[src/tgarle_pkg.sv]
package tgarle_pkg;

  // column plus run length, and the effective row width (zero width means 65536)
  localparam int unsigned PosW = 17;
  localparam int unsigned CntW = $clog2(PosW + 1);

  localparam int unsigned CfgIdxW  = 2;
  localparam int unsigned CfgDataW = 16;

  typedef enum logic [CfgIdxW-1:0] {
    CFG_PIXEL_FORMAT = 2'd0,
    CFG_RLE_ENABLE   = 2'd1,
    CFG_IMAGE_WIDTH  = 2'd2,
    CFG_UNUSED       = 2'd3
  } cfg_idx_e;

  typedef enum logic [1:0] {
    FMT_GRAY8  = 2'd0,
    FMT_RGB555 = 2'd1,
    FMT_BGR24  = 2'd2,
    FMT_BGRA32 = 2'd3
  } pix_fmt_e;

  typedef struct packed {
    logic            start;
    logic [PosW-1:0] dividend;
    logic [PosW-1:0] divisor;
  } div_req_t;

  typedef struct packed {
    logic            busy;
    logic            done;
    logic [PosW-1:0] quotient;
    logic [PosW-1:0] remainder;
  } div_rsp_t;

endpackage

[src/tgarle_div.sv]
module tgarle_div
  import tgarle_pkg::*;
(
  input  logic     clk_i,
  input  logic     rst_ni,
  input  div_req_t req_i,
  output div_rsp_t rsp_o
);

  logic            busy_q, busy_d;
  logic [CntW-1:0] cnt_q, cnt_d;
  logic [PosW-1:0] rem_q, rem_d;
  logic [PosW-1:0] dvd_q, dvd_d;
  logic [PosW-1:0] quo_q, quo_d;
  logic [PosW-1:0] dsr_q, dsr_d;
  logic [PosW:0]   trial;

  // restoring division, one quotient bit per cycle
  always_comb begin
    busy_d = busy_q;
    cnt_d  = cnt_q;
    rem_d  = rem_q;
    dvd_d  = dvd_q;
    quo_d  = quo_q;
    dsr_d  = dsr_q;
    trial  = {rem_q, dvd_q[PosW-1]};
    if (req_i.start) begin
      busy_d = 1'b1;
      cnt_d  = CntW'(PosW);
      rem_d  = '0;
      dvd_d  = req_i.dividend;
      quo_d  = '0;
      dsr_d  = req_i.divisor;
    end else if (busy_q) begin
      if (cnt_q == '0) begin
        busy_d = 1'b0;
      end else begin
        cnt_d = cnt_q - 1'b1;
        dvd_d = {dvd_q[PosW-2:0], 1'b0};
        if (trial >= {1'b0, dsr_q}) begin
          rem_d = PosW'(trial - {1'b0, dsr_q});
          quo_d = {quo_q[PosW-2:0], 1'b1};
        end else begin
          rem_d = trial[PosW-1:0];
          quo_d = {quo_q[PosW-2:0], 1'b0};
        end
      end
    end
  end

  always_ff @(posedge clk_i or negedge rst_ni) begin
    if (!rst_ni) begin
      busy_q <= 1'b0;
      cnt_q  <= '0;
    end else begin
      busy_q <= busy_d;
      cnt_q  <= cnt_d;
    end
  end

  always_ff @(posedge clk_i) begin
    rem_q <= rem_d;
    dvd_q <= dvd_d;
    quo_q <= quo_d;
    dsr_q <= dsr_d;
  end

  assign rsp_o.busy      = busy_q;
  assign rsp_o.done      = busy_q && (cnt_q == '0);
  assign rsp_o.quotient  = quo_q;
  assign rsp_o.remainder = rem_q;

endmodule

[src/tga_rle_gray_decoder.sv]
// targa image data decoder producing gray depth runs
//
// input stream: one image data byte per transfer on s_axis (tdata = the byte,
// tuser = frame start, which clears packet, partial pixel, column and row
// before the byte is used). with rle on, header bytes open repeat or literal
// packets and give no result. each completed pixel gives one result transfer
// on m_axis: gray value, run length, start column and start row.
// configuration: cfg channel writes pixel format, rle enable and image width
// by register index; it is always ready and must only be used while idle.
// path: a byte goes into the input register, then decode writes the result
// into the output register. throughput: one byte per cycle while m_axis does not stall and no division runs.
// a run that would carry the column over more than one row end (narrow
// images, or a width that shrank mid-stream) goes through a bit-serial
// divider of 17 steps; the next byte waits until the divider is done.
// reset: registers go to their defaults (format 0, rle off, width 1), no
// transfer pending. when m_axis stalls, one result waits in the output
// register and one byte in the input register, then s_axis_tready drops.
module tga_rle_gray_decoder
  import tgarle_pkg::*;
(
  input  logic                clk_i,
  input  logic                rst_ni,
  // configuration write channel
  input  logic                cfg_valid_i,
  output logic                cfg_ready_o,
  input  logic [CfgIdxW-1:0]  cfg_index_i,
  input  logic [CfgDataW-1:0] cfg_data_i,
  // byte stream in
  input  logic                s_axis_tvalid_i,
  output logic                s_axis_tready_o,
  input  logic [7:0]          s_axis_tdata_i,   // [7:0] data_byte
  input  logic [0:0]          s_axis_tuser_i,   // [0] frame_start
  // depth runs out
  output logic                m_axis_tvalid_o,
  input  logic                m_axis_tready_i,
  output logic [47:0]         m_axis_tdata_o    // [7:0] depth_value, [15:8] repeat_count,
                                                // [31:16] start_column, [47:32] start_row
);

  // configuration registers
  pix_fmt_e    fmt_q;
  logic        rle_q;
  logic [15:0] width_q;

  // input register
  logic        in_valid_q, in_valid_d;
  logic [7:0]  in_byte_q;
  logic        in_first_q;

  // stream state
  logic        hdr_q, hdr_d;
  logic [7:0]  left_q, left_d;
  logic        rep_q, rep_d;
  logic [1:0]  bidx_q, bidx_d;
  logic [23:0] asm_q, asm_d;
  logic [15:0] col_q, col_d;
  logic [15:0] row_q, row_d;

  // output register
  logic        out_valid_q, out_valid_d;
  logic [47:0] out_data_q, out_data_d;

  logic        fire;
  logic        has_result;
  div_req_t    div_req;
  div_rsp_t    div_rsp;

  // state after an optional frame clear
  logic        hdr_e, rep_e;
  logic [7:0]  left_e;
  logic [1:0]  bidx_e;
  logic [23:0] asm_e, asm_n;
  logic [15:0] col_e, row_e;

  logic [7:0]  r8, g8, b8, depth;
  logic [12:0] gray_sum;
  logic [7:0]  count;
  logic [PosW-1:0] wid, pos, pos_sub;
  logic [PosW:0]   wid2;

  assign cfg_ready_o = 1'b1;

  always_ff @(posedge clk_i or negedge rst_ni) begin
    if (!rst_ni) begin
      fmt_q   <= FMT_GRAY8;
      rle_q   <= 1'b0;
      width_q <= 16'd1;
    end else if (cfg_valid_i) begin
      case (cfg_idx_e'(cfg_index_i))
        CFG_PIXEL_FORMAT: fmt_q   <= pix_fmt_e'(cfg_data_i[1:0]);
        CFG_RLE_ENABLE:   rle_q   <= cfg_data_i[0];
        CFG_IMAGE_WIDTH:  width_q <= cfg_data_i;
        default: ;
      endcase
    end
  end

  // decode fires when a byte is held, the result slot frees up and no
  // column wrap division is running
  assign fire = in_valid_q && (!out_valid_q || m_axis_tready_i) && !div_rsp.busy;
  assign s_axis_tready_o = !in_valid_q || fire;

  always_comb begin
    in_valid_d = in_valid_q;
    if (s_axis_tvalid_i && s_axis_tready_o) begin
      in_valid_d = 1'b1;
    end else if (fire) begin
      in_valid_d = 1'b0;
    end
  end

  always_ff @(posedge clk_i) begin
    if (s_axis_tvalid_i && s_axis_tready_o) begin
      in_byte_q  <= s_axis_tdata_i;
      in_first_q <= s_axis_tuser_i[0];
    end
  end

  // frame start clears everything before the byte is used
  always_comb begin
    hdr_e  = in_first_q ? 1'b1  : hdr_q;
    rep_e  = in_first_q ? 1'b0  : rep_q;
    left_e = in_first_q ? 8'd0  : left_q;
    bidx_e = in_first_q ? 2'd0  : bidx_q;
    asm_e  = in_first_q ? 24'd0 : asm_q;
    col_e  = in_first_q ? 16'd0 : col_q;
    row_e  = in_first_q ? 16'd0 : row_q;
  end

  // byte lands in the partial pixel; a fourth byte (alpha) is dropped
  always_comb begin
    case (bidx_e)
      2'd0:    asm_n = asm_e | {16'd0, in_byte_q};
      2'd1:    asm_n = asm_e | {8'd0, in_byte_q, 8'd0};
      2'd2:    asm_n = asm_e | {in_byte_q, 16'd0};
      default: asm_n = asm_e;
    endcase
  end

  // gray value: (11r + 16g + 5b) >> 5
  always_comb begin
    if (fmt_q == FMT_RGB555) begin
      b8 = {3'd0, asm_n[4:0]};
      g8 = {3'd0, asm_n[9:8], asm_n[7:5]};
      r8 = {3'd0, asm_n[14:10]};
    end else begin
      b8 = asm_n[7:0];
      g8 = asm_n[15:8];
      r8 = asm_n[23:16];
    end
    gray_sum = 13'(r8) * 13'd11 + {1'b0, g8, 4'd0} + 13'(b8) * 13'd5;
    depth    = (fmt_q == FMT_GRAY8) ? asm_n[7:0] : gray_sum[12:5];
  end

  // effective width, zero meaning 65536
  assign wid  = (width_q == 16'd0) ? {1'b1, 16'd0} : {1'b0, width_q};
  assign wid2 = {wid, 1'b0};

  always_comb begin
    hdr_d       = hdr_q;
    rep_d       = rep_q;
    left_d      = left_q;
    bidx_d      = bidx_q;
    asm_d       = asm_q;
    col_d       = col_q;
    row_d       = row_q;
    has_result  = 1'b0;
    count       = 8'd1;
    pos         = {1'b0, col_e} + PosW'(count);
    pos_sub     = pos - wid;
    div_req     = '0;

    if (fire) begin
      hdr_d  = hdr_e;
      rep_d  = rep_e;
      left_d = left_e;
      bidx_d = bidx_e;
      asm_d  = asm_e;
      col_d  = col_e;
      row_d  = row_e;
      if (rle_q && (hdr_e || left_e == 8'd0)) begin
        // packet header
        rep_d  = in_byte_q[7];
        left_d = in_byte_q[7] ? (in_byte_q - 8'd127) : (in_byte_q + 8'd1);
        hdr_d  = 1'b0;
      end else if (bidx_e < fmt_q) begin
        asm_d  = asm_n;
        bidx_d = bidx_e + 2'd1;
      end else begin
        // pixel complete
        has_result = 1'b1;
        asm_d      = '0;
        bidx_d     = 2'd0;
        if (rle_q) begin
          if (rep_e) begin
            count  = left_e;
            left_d = 8'd0;
          end else begin
            left_d = left_e - 8'd1;
          end
          if (left_d == 8'd0) begin
            hdr_d = 1'b1;
          end
        end
        pos     = {1'b0, col_e} + PosW'(count);
        pos_sub = pos - wid;
        if (pos < wid) begin
          col_d = pos[15:0];
        end else if ({1'b0, pos} < wid2) begin
          col_d = pos_sub[15:0];
          row_d = row_e + 16'd1;
        end else begin
          // wraps over several rows: hand it to the divider
          div_req.start    = 1'b1;
          div_req.dividend = pos;
          div_req.divisor  = wid;
        end
      end
    end else if (div_rsp.done) begin
      col_d = div_rsp.remainder[15:0];
      row_d = row_q + div_rsp.quotient[15:0];
    end
  end

  tgarle_div u_div (
    .clk_i  (clk_i),
    .rst_ni (rst_ni),
    .req_i  (div_req),
    .rsp_o  (div_rsp)
  );

  always_comb begin
    out_valid_d = out_valid_q;
    out_data_d  = out_data_q;
    if (fire && has_result) begin
      out_valid_d = 1'b1;
      out_data_d  = {row_e, col_e, count, depth};
    end else if (m_axis_tready_i) begin
      out_valid_d = 1'b0;
    end
  end

  always_ff @(posedge clk_i or negedge rst_ni) begin
    if (!rst_ni) begin
      in_valid_q  <= 1'b0;
      out_valid_q <= 1'b0;
      hdr_q       <= 1'b1;
      rep_q       <= 1'b0;
      left_q      <= 8'd0;
      bidx_q      <= 2'd0;
      asm_q       <= 24'd0;
      col_q       <= 16'd0;
      row_q       <= 16'd0;
    end else begin
      in_valid_q  <= in_valid_d;
      out_valid_q <= out_valid_d;
      hdr_q       <= hdr_d;
      rep_q       <= rep_d;
      left_q      <= left_d;
      bidx_q      <= bidx_d;
      asm_q       <= asm_d;
      col_q       <= col_d;
      row_q       <= row_d;
    end
  end

  always_ff @(posedge clk_i) begin
    out_data_q <= out_data_d;
  end

  assign m_axis_tvalid_o = out_valid_q;
  assign m_axis_tdata_o  = out_data_q;

endmodule

[config.mk]
export PLATFORM = sky130hd
export DESIGN_NAME = tga_rle_gray_decoder
export DESIGN_NICKNAME = d
export VERILOG_FILES = /design/src/tgarle_pkg.sv /design/src/tgarle_div.sv /design/src/tga_rle_gray_decoder.sv
export SDC_FILE = /design/constraint.sdc
export NUM_CORES = 1
export LEC_CHECK = 0
export ABC_AREA = 0
export BUFFER_PORTS_ARGS = -buffer_cell sky130_fd_sc_hd__buf_2
export CAP_MARGIN = 5
export CORE_MARGIN = 2
export CORE_UTILIZATION = 35
export DETAILED_ROUTE_END_ITERATION = 8
export MAX_ROUTING_LAYER = met4
export PLACE_DENSITY = 0.51
export SYNTH_ARGS = -nofsm -noshare
export SYNTH_HDL_FRONTEND = slang
export SYNTH_SLANG_ARGS = --single-unit
[constraint.sdc]
create_clock -name clk_i -period 5.5 [get_ports clk_i]
set_clock_uncertainty 0.1 [all_clocks]
set_input_delay 0.275 -clock clk_i [delete_from_list [all_inputs] [get_ports clk_i]]
set_output_delay 0.275 -clock clk_i [all_outputs]
set_load 0.01 [all_outputs]
# After elaboration in Yosys (flattened, before gate mapping)
# Index checks and enable logic that the tools add are counted.
[word_totals] regBits=219 elab_cells=152
[classes] mux=71 n_bitwise=5 order_cmp=4 eq_ne=6 reduce_logical=30 add_sub_neg=12 multipliers=2
[ops] cell="$mux W16" n=14
[ops] cell="$mux W35" n=5
[ops] cell="$mux W8" n=19
[ops] cell="$mux W17" n=5
[ops] cell="$mux W24" n=3
[ops] cell="$pmux W24 S3" n=1
[ops] cell="$or A24 B16 Y24" n=1
[ops] cell="$or A24 B24 Y24" n=1
[ops] cell="$or A24 B8 Y24" n=1
[ops] cell="$ge A18 B17 Y1" n=1
[ops] cell="$lt A17 B18 Y1" n=1
[ops] cell="$mux W1" n=18
[ops] cell="$add A16 B8 Y17" n=1
[ops] cell="$lt A17 B17 Y1" n=1
[ops] cell="$sub A17 B17 Y17" n=1
[ops] cell="$add A16 B1 Y16 const B" n=1
[ops] cell="$add A16 B16 Y16" n=1
[ops] cell="$logic_not A16 Y1" n=1
[ops] cell="$logic_not A8 Y1" n=2
[ops] cell="$sub A16 B16 Y16" n=1
[ops] cell="$mux W5" n=3
[ops] cell="$add A12 B12 Y13" n=1
[ops] cell="$add A13 B11 Y13" n=1
[ops] cell="$mul A8 B4 Y12 const B" n=1
[ops] cell="other kinds (21)" n=45

# Longest topological paths before layout
[logic_depth] ltp_word=15 depth_mapped=27 depth_no_buf=21

# Hierarchy
# Synthesis repeated with hierarchy kept, for this count alone.
[hier_totals] hier_cells=1562 hier_area_um2=14884.3
[by_module_without_submodules] mod="tga_rle_gray_decoder" instances=1 area_each_um2=11208.2 cells_per_inst=1208 seq_area_each_um2=3941.3
[by_module_without_submodules] mod="tgarle_div" instances=1 area_each_um2=3676.0 cells_per_inst=354 seq_area_each_um2=1851.8

# Least setup slack after synthesis
# OpenSTA, ideal clock, no wires.
[synth_timing] kind="reg-to-reg" startpoint="register in_first_q" endpoint="register u_div.dvd_q[0] (enable)" setup_time_ps=372 t_required_ps=5028 path_stages_with_launch=24 arrival_time_ps=5596 setup_slack_ps=-568 path_cell_list="edfxtp_1 buf_2 buf_1 buf_2 clkbuf_1 clkbuf_1 clkbuf_1 nor2b_1 ha_1 fa_1 a211oi_1 o21ai_0 and2_1 xor2_1 ha_1 and4_1 o2111ai_1 a21oi_1 nor2_1 or3b_1 buf_2 clkinv_2 nor2_2 inv_1"
[synth_via] elab_cells_between_ends=25 classes_between="add/sub (1); order compare (3); eq/ne (1); mux (15); reduce/logical (5)"
[synth_lines] element="start: declaration" line="tga_rle_gray_decoder.sv:48" rtl="logic in_first_q;"
[synth_lines] element="start signal: assignment" line="tga_rle_gray_decoder.sv:115" rtl="in_first_q <= s_axis_tuser_i[0];"
[synth_lines] element="$mux W16 *" line="tga_rle_gray_decoder.sv:126" rtl="col_e = in_first_q ? 16'd0 : col_q;"
[synth_lines] element="named net col_e[0]" line="tga_rle_gray_decoder.sv:73" rtl="logic [15:0] col_e, row_e;"
[synth_lines] element="$add A16 B8 Y17 *" line="tga_rle_gray_decoder.sv:205" rtl="pos = {1'b0, col_e} + PosW'(count);"
[synth_lines] element="$lt A17 B18 Y1" line="tga_rle_gray_decoder.sv:209" rtl="end else if ({1'b0, pos} < wid2) begin"
[synth_lines] element="$mux W35" line="tga_rle_gray_decoder.sv:209"
[synth_lines] element="$mux W35 *" line="tga_rle_gray_decoder.sv:207" rtl="if (pos < wid) begin"
[synth_lines] element="$mux W35 *" line="tga_rle_gray_decoder.sv:186" rtl="end else if (bidx_e < fmt_q) begin"
[synth_lines] element="$mux W35 *" line="tga_rle_gray_decoder.sv:181" rtl="if (rle_q && (hdr_e || left_e == 8'd0)) begin"
[synth_lines] element="$mux W35 *" line="tga_rle_gray_decoder.sv:173" rtl="if (fire) begin"
[synth_lines] element="$ne A2 B2 Y1 (no source line) / $reduce_bool A2 Y1 (equally long branches)"
[synth_lines] element="$reduce_and A2 Y1 (no source line) *"
[synth_lines] element="end signal: assignment" line="tgarle_div.sv:63" rtl="dvd_q <= dvd_d;"
[synth_lines] element="end: declaration" line="tgarle_div.sv:13" rtl="logic [PosW-1:0] dvd_q, dvd_d;"
# The timed path passes the listed nets; every way through them passes the cells marked *. The select of a mux whose other input is x is not followed.
# A chain may end at the register's enable or synchronous reset.

# Worst setup path in the final report
[layout_timing] startpoint="register in_first_q" endpoint="register out_data_q[6] (netlist: m_axis_tdata_o[6]) (data pin)"
[layout_via] elab_chain_cells=8 elab_cells_between_ends=17 classes_between="add/sub (2); mul (2); eq/ne (2); mux (7); bitwise (3); reduce/logical (1)"
[layout_rtl] element="$mux W2 / $mux W24 (equally long branches)" line="tga_rle_gray_decoder.sv:124, tga_rle_gray_decoder.sv:125"
[layout_rtl] element="$eq A2 B2 Y1, or another cell as far along" line="tga_rle_gray_decoder.sv:132" rtl="case (bidx_e)"
[layout_rtl] element="$pmux W24 S3 *" line="tga_rle_gray_decoder.sv:132"
[layout_rtl] element="$mux W8" line="tga_rle_gray_decoder.sv:142" rtl="if (fmt_q == FMT_RGB555) begin"
[layout_rtl] element="$mul A8 B4 Y12" line="tga_rle_gray_decoder.sv:151" rtl="gray_sum = 13'(r8) * 13'd11 + {1'b0, g8, 4'd0} + 13'(b8) * 13'd5;"
[layout_rtl] element="$add A12 B12 Y13" line="tga_rle_gray_decoder.sv:151"
[layout_rtl] element="$add A13 B11 Y13" line="tga_rle_gray_decoder.sv:151"
[layout_rtl] element="$mux W8 *" line="tga_rle_gray_decoder.sv:152" rtl="depth = (fmt_q == FMT_GRAY8) ? asm_n[7:0] : gray_sum[12:5];"
[layout_rtl] element="named net depth[6]" line="tga_rle_gray_decoder.sv:75" rtl="logic [7:0] r8, g8, b8, depth;"
[layout_rtl] element="end signal: assignment" line="tga_rle_gray_decoder.sv:268" rtl="out_data_q <= out_data_d;"
[layout_rtl] element="end: declaration" line="tga_rle_gray_decoder.sv:61" rtl="logic [47:0] out_data_q, out_data_d;"
# The timed path passes the listed nets; every way through them passes the cells marked *.

==> impl_metrics.toml <==
[sta]
holdWs_ns = 0.0554
setup_ws_ns = 0.231
hold_viol_final = 0
worst_pin_slew_ns = 1.20
slew_viol_final = 0
rsz0062_at_grt = "yes"
relSlewSlack = 0.202
period_needed_ns = 5.27
fin_crit_sh = 0.958
finalSetupViolCount = 0
max_freq_mhz = 190

[grt]
grt_usage = 0.203
first_global_vias = 11915
grt_max_degree = 56
antenna_found_initial = 0
grt_pass1_wl_mm = 67.8
grt.overflow.total = 0

[layout]
layout-drive-gt1-share = 0.145
final_common_cell = "nand2_1"
area_growth_pct = 17.5
mostFrequentLayoutCells = "177 x nand2_1, 110 x ha_1, 103 x inv_1, 103 x nor2_1, 101 x o21ai_0"
nNetsFinal = 1876
fin_util = 0.419
stdcell_area_um2 = 17200
antenna_cells = 0
post_layout_nonfiller_instances = 2259

[worst_setup_path]
worst_path_most_repeated_cell = "ha_1"
cp_cell_sequence = "inv_2 > o21ai_2 > buf_4 > nand2_1 > o21ai_0 > ha_1 > inv_1 > fa_1 > inv_1 > fa_1 > ha_1 > ha_1 > o2111ai_1 > o41ai_1 > o311a_1 > o41a_1 > a21o_1 > a2111oi_2 > nor2_1"
cp-start-kind = "register"
crit_type = "reg2reg"
cp-end-kind = "register"
critPathRequiredTime_ns = 5.70
critical_path_peak_fanout = 5
cp.arrival_ns = 5.47
slowest_stage = "fa_1"
crit_path_max_incr_delay_ns = 0.53

[pwr]
peakVddDrop_uv = 288
p_per_area_nw_per_um2 = 587
p_leak_nw = 7.60

[logic_synthesis]
synth-seq-cells = 219
mappedNetlistNets = 1744
synth_ff_type = "dfrtp_1"
syn_area_um2 = 14700
yosys_warnings = 0
async_flop_share = 0.434
ys_types = 85
syn_inst = 1573
avgSynthCellArea_um2 = 9.32
synth-edff-count = 91
synth_seq_area_share = 0.394

[clock_tree]
htree_levels = 1
tritoncts = "done"
clkLatencyLatePin_ns = 0.57
clk_pin_slew_ns = 0.06
cts_root_buf = "clkbuf_16"
cts.sinks = 219
clockBufferDepth = 3
cts_buffers = 28

[placed_design]
gp_congestion = 0.887
dp_cells = 2174
place_area_um2 = 16000
io_buffers = 81
dp_slack_ns = 0.0946
hpwl_mm = 31.8

[floorplanning]
ioPinCount = 83
die_y_um = 209
num_rows = 74
dieArea_um2 = 43500
initial_core_util = 0.356
core_area_um2 = 41100
die_w_um = 209

[drt]
firstDrtPassIters = 4
drc = 0
vias = 12128
drt-wirelength-per-cell_um = 18.8
antenna_left = 0
wl_mm = 42.6
drtIter0Drc = 733
via_per_inst = 5.37

[run_status]
status = "finished, final reports clean"

[hold_path]
hold_path.class = "in2reg"

[flow_run]
maxCapViolations = 0
logic make-up after synthesis:
kind of cell,Yosys count,synth area share
and+or+nand+nor,523,0.173
xor gates and xnor gates,72,0.0430
muxes,45,0.0327
buffers and inverters,185,0.0509
adders and majority gates,139,0.134
AOI/OAI and AO/OA,388,0.172
other,2,0.000512
DFF,219,0.394
final timing paths:
check,from,endpoint,slack (ns),cells past startpoint
setup / recovery,in_first_q,m_axis_tdata_o[6],0.23,19
hold / removal,cfg_index_i[0],fmt_q[0],0.06,3
setup reg to reg,in_first_q,m_axis_tdata_o[6],0.23,19
hold reg to reg,u_div.quo_q[15],u_div.quo_q[15],0.37,2
max in group asynchronous,rst_ni,bidx_q[0],3.96,3
min in group asynchronous,rst_ni,row_q[15],0.24,2
critical path: cells and delay by family (launching register included):
| kind | cells | cell delay [ns] |
|---|---|---|
| fa+ha+maj | 5 | 1.94 |
| compound gates | 8 | 1.92 |
| flops | 1 | 0.49 |
| buf+inv | 4 | 0.42 |
| simple gates | 2 | 0.16 |
synthesized netlist by cell type, drive strengths merged (13+ instances only):
library cell	number	area, µm²
mux2	23	259
dfrtp	93	2330
nand3	31	155
nand4	17	106
buf	24	140
xor2	31	272
a21oi	91	455
o31ai	13	103
nor3	38	195
and3	29	181
edfxtp	91	2730
mux2i	22	220
nand2	177	664
a211oi	17	133
o21a	15	113
a21o	19	143
o211ai	16	120
clkbuf	54	203
ha	110	1380
and2	22	138
nor2	107	404
nor2b	45	289
a31oi	15	93.8
fa	29	581
xnor2	41	359
inv	105	394
o21ai	105	526
a22oi	15	113
dfxtp	33	661
through the flow:
step	power, mW	setup TNS [ns]
global placement	8.17	0
finish	10.1	0
global route	11.0	-0.0759
CTS	10.1	0
detailed placement	8.27	0
floorplan	6.69	0
area by class of cell:
cell class,count,area [µm²]
fill,4136,23900
multi-input combinational,1169,8210
sequential,219,5780
timing repair buffer,180,1280
clock buffer,41,801
tap,532,666
inverter,107,407
clock inverter,11,91.3
per-layer routing:
metal | share of wire | global-route usage | vias to the layer above
met4 | 0.023 | 0.0505 | 0
met3 | 0.048 | 0.0249 | 64
met5 | 0 | - | -
li1 | - | - | 5910
met1 | 0.49 | 0.290 | 5858
met2 | 0.44 | 0.305 | 296
power by group:
part / total, mW / switching [mW] / leakage, nW / internal, mW
Clock: 1.79 / 0.740 / 0.434 / 1.05
Sequential: 2.73 / 0.425 / 2.34 / 2.31
Combinational: 5.59 / 3.24 / 4.82 / 2.35
Total: 10.1 / 4.41 / 7.60 / 5.71
sequential cells by signal (all words and copies together) (netlist names), 2 cells and up:
name and count:
bidx_q 2, asm_q 24, left_q 8, row_q 16, width_q 16, in_byte_q 8
u_div.dsr_q 17, u_div.quo_q 16, col_q 16, u_div.rem_q 17, m_axis_tdata_o 48, u_div.dvd_q 17
fmt_q 2, u_div.cnt_q 5
timing repair:
| item | CTS | global route |
|---|---|---|
| endpoints found under the hold margin | 79 | 0 |
| endpoints found under the setup margin | 0 | 31 |
| hold buffers | 30 | 0 |
| gates resized for setup | 0 | 17 |
| buffers inserted | 0 | 3 |
(Power assumes the default switching activity.)
